### config.mk
export PLATFORM = sky130hd
export DESIGN_NAME = rgb_elevation_decoder
export DESIGN_NICKNAME = d
export VERILOG_FILES = /design/src/design/rgbed_pkg.sv /design/src/design/rgbed_mul.sv /design/src/design/rgbed_decode.sv /design/src/design/rgbed_check.sv /design/src/design/rgb_elevation_decoder.sv
export SDC_FILE = /design/constraint.sdc
export NUM_CORES = 1
export LEC_CHECK = 0
export BUFFER_PORTS_ARGS = -buffer_cell sky130_fd_sc_hd__buf_2
export CAP_MARGIN = 5
export CORE_UTILIZATION = 55
export DETAILED_ROUTE_END_ITERATION = 6
export PLACE_DENSITY = 0.73
export SYNTH_ARGS = -nofsm -noshare
export SYNTH_HDL_FRONTEND = slang
export SYNTH_SLANG_ARGS = --single-unit
### constraint.sdc
create_clock -name clk -period 7.3 [get_ports clk]
set_clock_uncertainty 0.1 [all_clocks]
set_input_delay 0.365 -clock clk [delete_from_list [all_inputs] [get_ports clk]]
set_output_delay 0.365 -clock clk [all_outputs]
set_load 0.005 [all_outputs]
### src/design/rgbed_pkg.sv
// shared types, constants and tables for the rgb elevation decoder
`timescale 1ns / 1ps
package rgbed_pkg;

  // configuration register indexes
  localparam logic [2:0] REG_ENCODING_MODE  = 3'd0;
  localparam logic [2:0] REG_SOURCE_NO_DATA = 3'd1;
  localparam logic [2:0] REG_MIN_VALID      = 3'd2;
  localparam logic [2:0] REG_MAX_VALID      = 3'd3;
  localparam logic [2:0] REG_MARKER_VALUE   = 3'd4;

  // encoding modes
  localparam logic MODE_TERRARIUM = 1'b0;
  localparam logic MODE_MAPBOX    = 1'b1;

  localparam int HEIGHT_W = 30;  // internal height width
  localparam int OUT_W    = 29;  // output height width
  localparam int CFG_W    = 30;  // widest register

  // reset values
  localparam logic signed [HEIGHT_W-1:0] RST_SOURCE_NO_DATA = -30'sd8388352;
  localparam logic signed [HEIGHT_W-1:0] RST_MIN_VALID      = -30'sd8388608;
  localparam logic signed [HEIGHT_W-1:0] RST_MAX_VALID      = 30'sd426936704;
  localparam logic signed [OUT_W-1:0]    RST_MARKER_VALUE   = -29'sd8388608;

  // decoding constants, heights in 1/256 m
  localparam logic signed [HEIGHT_W-1:0] TERRARIUM_OFF = 30'sd8388608;
  localparam logic signed [HEIGHT_W-1:0] MAPBOX_OFF    = 30'sd2560000;
  localparam logic signed [HEIGHT_W-1:0] LOW_LIMIT     = -30'sd2559744;
  localparam logic signed [HEIGHT_W-1:0] HIGH_LIMIT    = 30'sd255999744;

  // ceil(2^26 / 5): exact floor(v / 5) for any 24 bit v
  localparam logic [23:0] RECIP_5  = 24'd13421773;
  localparam int          RECIP_SH = 26;

  typedef struct packed {
    logic [23:0] v;
    logic [47:0] prod;
  } mul_word_t;

  typedef struct packed {
    logic signed [HEIGHT_W-1:0] h;
  } dec_word_t;

  typedef struct packed {
    logic signed [OUT_W-1:0] height;
    logic                    is_missing;
  } out_word_t;

  // floor(128 * r / 5) for remainder r of v / 5
  function automatic logic [6:0] frac_of_rem(input logic [2:0] r);
    logic [6:0] f;
    case (r)
      3'd1:    f = 7'd25;
      3'd2:    f = 7'd51;
      3'd3:    f = 7'd76;
      3'd4:    f = 7'd102;
      default: f = 7'd0;
    endcase
    return f;
  endfunction

endpackage

### src/design/rgbed_mul.sv
// first stage: registers the pixel value and its product with the reciprocal of five
`timescale 1ns / 1ps
module rgbed_mul (
  input  logic                 clk,
  input  logic                 rst,
  input  logic                 in_valid,
  output logic                 in_ready,
  input  logic [23:0]          in_v,
  output logic                 out_valid,
  input  logic                 out_ready,
  output rgbed_pkg::mul_word_t out_data
);

  logic valid;

  assign in_ready  = !valid || out_ready;
  assign out_valid = valid;

  always_ff @(posedge clk) begin
    if (rst) begin
      valid <= 1'b0;
    end else if (in_ready) begin
      valid <= in_valid;
    end
  end

  always_ff @(posedge clk) begin
    if (in_ready && in_valid) begin
      out_data.v    <= in_v;
      out_data.prod <= in_v * rgbed_pkg::RECIP_5;
    end
  end

endmodule

### src/design/rgbed_decode.sv
// second stage: turns the pixel value into a height for the selected encoding
`timescale 1ns / 1ps
module rgbed_decode (
  input  logic                 clk,
  input  logic                 rst,
  input  logic                 mode,
  input  logic                 in_valid,
  output logic                 in_ready,
  input  rgbed_pkg::mul_word_t in_data,
  output logic                 out_valid,
  input  logic                 out_ready,
  output rgbed_pkg::dec_word_t out_data
);

  logic                                   valid;
  logic [21:0]                            quot;
  logic [23:0]                            rem_full;
  logic [6:0]                             frac;
  logic signed [rgbed_pkg::HEIGHT_W-1:0]  h_mapbox;
  logic signed [rgbed_pkg::HEIGHT_W-1:0]  h_terrarium;

  assign in_ready  = !valid || out_ready;
  assign out_valid = valid;

  always_comb begin
    quot        = in_data.prod[47:rgbed_pkg::RECIP_SH];
    rem_full    = in_data.v - ({quot, 2'b00} + {2'b00, quot});
    frac        = rgbed_pkg::frac_of_rem(rem_full[2:0]);
    h_mapbox    = signed'({1'b0, quot, 7'b0}) + signed'({23'b0, frac})
                  - rgbed_pkg::MAPBOX_OFF;
    h_terrarium = signed'({6'b0, in_data.v}) - rgbed_pkg::TERRARIUM_OFF;
  end

  always_ff @(posedge clk) begin
    if (rst) begin
      valid <= 1'b0;
    end else if (in_ready) begin
      valid <= in_valid;
    end
  end

  always_ff @(posedge clk) begin
    if (in_ready && in_valid) begin
      out_data.h <= (mode == rgbed_pkg::MODE_MAPBOX) ? h_mapbox : h_terrarium;
    end
  end

endmodule

### src/design/rgbed_check.sv
// third stage: range and no-data checks, marker substitution, output register
`timescale 1ns / 1ps
module rgbed_check (
  input  logic                                  clk,
  input  logic                                  rst,
  input  logic signed [rgbed_pkg::HEIGHT_W-1:0] source_no_data,
  input  logic signed [rgbed_pkg::HEIGHT_W-1:0] min_valid,
  input  logic signed [rgbed_pkg::HEIGHT_W-1:0] max_valid,
  input  logic signed [rgbed_pkg::OUT_W-1:0]    marker_value,
  input  logic                                  in_valid,
  output logic                                  in_ready,
  input  rgbed_pkg::dec_word_t                  in_data,
  output logic                                  out_valid,
  input  logic                                  out_ready,
  output rgbed_pkg::out_word_t                  out_data
);

  logic valid;
  logic missing;

  assign in_ready  = !valid || out_ready;
  assign out_valid = valid;

  always_comb begin
    missing = (in_data.h < rgbed_pkg::LOW_LIMIT) || (in_data.h > rgbed_pkg::HIGH_LIMIT) ||
              (in_data.h == source_no_data) || (in_data.h < min_valid) ||
              (in_data.h > max_valid);
  end

  always_ff @(posedge clk) begin
    if (rst) begin
      valid <= 1'b0;
    end else if (in_ready) begin
      valid <= in_valid;
    end
  end

  always_ff @(posedge clk) begin
    if (in_ready && in_valid) begin
      out_data.height     <= missing ? marker_value : in_data.h[rgbed_pkg::OUT_W-1:0];
      out_data.is_missing <= missing;
    end
  end

endmodule

### src/design/rgb_elevation_decoder.sv
// top level of the rgb elevation decoder: config registers and three-stage pipeline
`timescale 1ns / 1ps
// rgb elevation decoder
// turns one rgb byte pixel of an elevation tile into a signed height in
// 1/256 m units, terrarium or mapbox terrain-rgb encoding
// input stream s_axis: one pixel per word, red/green/blue in tdata
// output stream m_axis: height in tdata, missing flag in tuser
// config port: cfg_wen/cfg_index/cfg_data, written while the stream is idle;
//   index 0 mode, 1 source no-data, 2 min valid, 3 max valid, 4 marker
// each pixel word passes the mul, decode and check stage registers to the output
// throughput: one pixel per cycle unless stalled; the reciprocal multiply in the
//   first stage and the 30 bit compares in the last stage set the stage depth
// each stage holds its own valid bit and loads when it is empty or the next
//   stage moves, so a stalled receiver fills the pipe and then pushes back
//   on s_axis_tready without losing or repeating a word
// reset clears the valid bits and loads register defaults (mapbox mode)
module rgb_elevation_decoder (
  input  logic        clk,
  input  logic        rst,
  input  logic        cfg_wen,
  input  logic [2:0]  cfg_index,
  input  logic [29:0] cfg_data,
  input  logic        s_axis_tvalid,
  output logic        s_axis_tready,
  input  logic [23:0] s_axis_tdata,   // red [7:0], green [15:8], blue [23:16]
  output logic        m_axis_tvalid,
  input  logic        m_axis_tready,
  output logic [31:0] m_axis_tdata,   // height [28:0], zero [31:29]
  output logic        m_axis_tuser    // is_missing
);

  // configuration registers
  logic                                  mode;
  logic signed [rgbed_pkg::HEIGHT_W-1:0] source_no_data;
  logic signed [rgbed_pkg::HEIGHT_W-1:0] min_valid;
  logic signed [rgbed_pkg::HEIGHT_W-1:0] max_valid;
  logic signed [rgbed_pkg::OUT_W-1:0]    marker_value;

  // stage links
  logic                 mul_valid, mul_ready;
  logic                 dec_valid, dec_ready;
  rgbed_pkg::mul_word_t mul_data;
  rgbed_pkg::dec_word_t dec_data;
  rgbed_pkg::out_word_t out_data;
  logic [23:0]          pixel;

  always_ff @(posedge clk) begin
    if (rst) begin
      mode           <= rgbed_pkg::MODE_MAPBOX;
      source_no_data <= rgbed_pkg::RST_SOURCE_NO_DATA;
      min_valid      <= rgbed_pkg::RST_MIN_VALID;
      max_valid      <= rgbed_pkg::RST_MAX_VALID;
      marker_value   <= rgbed_pkg::RST_MARKER_VALUE;
    end else if (cfg_wen) begin
      // indexes past the marker register are dropped
      case (cfg_index)
        rgbed_pkg::REG_ENCODING_MODE:  mode           <= cfg_data[0];
        rgbed_pkg::REG_SOURCE_NO_DATA: source_no_data <= signed'(cfg_data);
        rgbed_pkg::REG_MIN_VALID:      min_valid      <= signed'(cfg_data);
        rgbed_pkg::REG_MAX_VALID:      max_valid      <= signed'(cfg_data);
        rgbed_pkg::REG_MARKER_VALUE:   marker_value   <= signed'(cfg_data[28:0]);
        default: ;
      endcase
    end
  end

  // v = red*65536 + green*256 + blue is just the bytes side by side
  assign pixel = {s_axis_tdata[7:0], s_axis_tdata[15:8], s_axis_tdata[23:16]};

  rgbed_mul u_mul (
    .clk       (clk),
    .rst       (rst),
    .in_valid  (s_axis_tvalid),
    .in_ready  (s_axis_tready),
    .in_v      (pixel),
    .out_valid (mul_valid),
    .out_ready (mul_ready),
    .out_data  (mul_data)
  );

  rgbed_decode u_decode (
    .clk       (clk),
    .rst       (rst),
    .mode      (mode),
    .in_valid  (mul_valid),
    .in_ready  (mul_ready),
    .in_data   (mul_data),
    .out_valid (dec_valid),
    .out_ready (dec_ready),
    .out_data  (dec_data)
  );

  rgbed_check u_check (
    .clk            (clk),
    .rst            (rst),
    .source_no_data (source_no_data),
    .min_valid      (min_valid),
    .max_valid      (max_valid),
    .marker_value   (marker_value),
    .in_valid       (dec_valid),
    .in_ready       (dec_ready),
    .in_data        (dec_data),
    .out_valid      (m_axis_tvalid),
    .out_ready      (m_axis_tready),
    .out_data       (out_data)
  );

  assign m_axis_tdata = {3'b000, out_data.height};
  assign m_axis_tuser = out_data.is_missing;

endmodule

==> key figures <==
Outcome
  – Status: complete, no violations

Synthesis
  – Main combinational cell family by area after synthesis: adder cells
  – Synth area leader: fa_1
  – Yosys reg bits: between 200 and 250
  – Compound-Gate Fraction of Synth Area: 0.07503
  – Mux cell area share after synthesis: 0.02205
  – Post-synth EDFFs: around 110
  – Synth Instances: approximately 2100
  – Most frequent cell after synthesis: inv_1
  – Adder-Cell Fraction of Synth Area: 0.3998
  – Ys async rst share: 0
  – Synth area leaders: fa_1, ha_1, edfxtp_1, dfxtp_1, inv_1
  – Syn Std Cell Area: 20880 sq um
  – Post-synth top cells: inv_1, ha_1, nand2_1
  – Synth Flop Type: dfxtp_1
  – Sequential area share after synthesis: 0.2704
  – Simple-gate portion of the synthesized area: 0.1049
  – Area share of the largest cell type after synthesis: 0.2033
  – Yosys warns: 0
  – Mean Syn Cell Area: 9.858 sq um
  – Netlist cell types: slightly below 70
  – Post-synthesis xor/xnor area fraction: 0.03817

Placement
  – Routability cong.: roughly 0.96
  – Post-DP HPWL: 40320 microns
  – I/O Buffers: between 90 and 100

Routing
  – Drt pass-1 iters: 5
  – Drt via density: 5.412
  – Drt wl/cell: about 19 microns
  – Vias post-DR: ~15000
  – Number of DRC markers in iteration 0: between 900 and 1000
  – Antenna Nets Post-Route: 0
  – Remaining DRCs: 0
  – Detailed Route WL: between 50000 and 60000 microns

Clock tree
  – Clk slew on worst S/H paths: 0.06 ns
  – CTS resizes: 0
  – H-tree depth: 1
  – Post-CTS setup buffer count: 0
  – Hold_buf cts: 0
  – Worst skew pair latency: about 0.53 ns
  – TritonCTS buffer count: 26
  – CTS tree: done
  – Clk buf depth: 3
  – # clock sinks: about 230
  – Clk root buf: clkbuf_16

Critical path
  – Cell breakdown of the critical path: buf_2, ha_1, xnor2_1, inv_1, ha_1, inv_1, fa_1, fa_1, fa_1, fa_1, inv_1, fa_1, ha_1, nand4_1, nor4_1, nor3b_1, a221o_2, nor2_4, o31ai_1, a221oi_1, xnor2_1
  – Critical Path End Type: flop
  – Critical-path cell with the highest stage delay: fa_1
  – Most used cell, CP: fa_1
  – Crit Path Category: in -> reg
  – CP Launch Type: input pin
  – Worst EP required: 7.47 ns
  – Worst-path fanout max: 10
  – Worst EP arrival: 6.71 ns
  – Max incr delay on CP: 0.54 ns

Worst hold path
  – Class of the worst hold path: in -> reg

Global routing
  – Initial antenna violation count: 0
  – GRT Util Overall: 0.2709
  – Vias in the first global route: 15465
  – Largest net degree at the start of global routing: 86
  – First-pass GRT wire length: 81650 microns
  – Final global-route overflow total: 0

STA
  – Shortest period the worst path allows: around 6.5 ns
  – Final slew viol count: 0
  – Setup_tns: 0 ns
  – Tcrit/Tclk final: 0.8956
  – Setup violators final: 0
  – RSZ-0062 raised after global routing: no
  – Worst-Margin Slew: just over 0.9 ns
  – Max Clock Freq: ~150 MHz
  – Rel. slew slack: 0.3933
  – Final Hold Violating Endpoints: 0

Floorplan
  – Initial core utilization: 0.5649
  – Core area: 36960 sq um
  – # rows: 70
  – Die W: 196.8 microns
  – Die area: roughly 39000 sq um
  – IO Pins: 97
  – Die Span Y: around 200 microns

Finish
  – Final net count: 2810
  – Layout cells sized above 1: 0.09201
  – N_diodes: 0
  – Area Growth Syn to Fin: 9.139%

Flow run
  – Max-cap violations: 0
[sequential cells by signal, indices dropped and copies added, names as in the netlist]
name,count
marker_value,29
max_valid,30
min_valid,30
mode,1
source_no_data,30
u_check.out_data,30
u_check.out_valid,1
u_decode.out_data,30
u_decode.out_valid,1
u_mul.out_data,46
u_mul.out_valid,1
[cells in the final DEF (no fill, tap or decap), types with 5 or more instances in the layout]
| master | netlist | final |
|---|---|---|
| inv_1 | 440 | 440 |
| ha_1 | 328 | 328 |
| nand2_1 | 281 | 281 |
| fa_1 | 212 | 212 |
| a21oi_1 | 150 | 150 |
| dfxtp_1 | 123 | 123 |
| edfxtp_1 | 106 | 106 |
| buf_2 | 0 | 92 |
| xor2_1 | 56 | 56 |
| mux2_2 | 40 | 40 |
| nor2_1 | 37 | 36 |
| xnor2_1 | 35 | 35 |
| nand3b_1 | 35 | 35 |
| a21o_1 | 29 | 29 |
| clkbuf_16 | 0 | 28 |
| o21ai_0 | 26 | 26 |
| nand4_1 | 23 | 23 |
| nand3_1 | 17 | 17 |
| buf_4 | 3 | 16 |
| nor3_1 | 15 | 15 |
| nor4_1 | 14 | 14 |
| and3_1 | 9 | 9 |
| and4_1 | 7 | 7 |
| a221oi_1 | 6 | 6 |
| o31ai_1 | 6 | 6 |
| nor2b_1 | 6 | 5 |
[final cells by class]
| cell class | count | area [sq um] |
|---|---|---|
| Fill cell | 3109 | 14170 |
| Multi-Input combinational cell | 1403 | 13400 |
| Sequential cell | 229 | 5645 |
| Inverter | 440 | 1652 |
| Clock buffer | 35 | 757.0 |
| Tap cell | 504 | 630.6 |
| Timing Repair Buffer | 108 | 580.6 |
| Clock inverter | 13 | 118.9 |
[worst max-delay path: cells and delay by family]
family,cells,cell delay [ns]
fa+ha+maj,8,3.64
compound gates,3,0.67
xor+xnor,2,0.51
simple gates,4,1.00
buf+inv,4,0.49
[cells by family (layout without fill, tap and decap cells)]
logic type	after synthesis	after routing
and+or+nand+nor	469	469
buffers and inverters	488	596
muxes	41	41
other	1	3
DFF	229	229
adders and majority gates	540	540
AOI/OAI and AO/OA	259	259
xor gates and xnor gates	91	91
[per-stage QoR]
stage	utilization	cells	hold WS, ns	area [sq um]	worst slack, ns
after global placement	0.5928	2684	0.3382	21910	0.3557
final	0.6165	2732	0.003750	22790	0.7619
after floorplan	-	2120	0.3320	20890	1.214
after detailed placement	0.5928	2684	0.3466	21910	0.2565
after global routing	0.6165	2732	0.02046	22790	0.4190
after CTS	0.6165	2732	0.001476	22790	0.7809
[layer usage]
layer  track usage  routed length [microns]
met5             0                        0
met4       0.05312                      807
met3       0.02858                     2519
met2        0.4663                    24620
met1        0.3711                    22940
[path summary, 6_finish.rpt]
path,start,depth (start not counted),end,slack (ns)
min reg2reg,marker_value[0],2,marker_value[0],0.35
max reg2reg,u_decode.out_data[23],9,u_check.out_data[11],3.66
min,cfg_data[24],3,marker_value[24],0.004
max,s_axis_tdata[21],21,u_mul.out_data[41],0.76
Power is left out: the tool's default activity adds up to more than one toggle a clock period on the data nets, which glitch-free logic cannot reach.
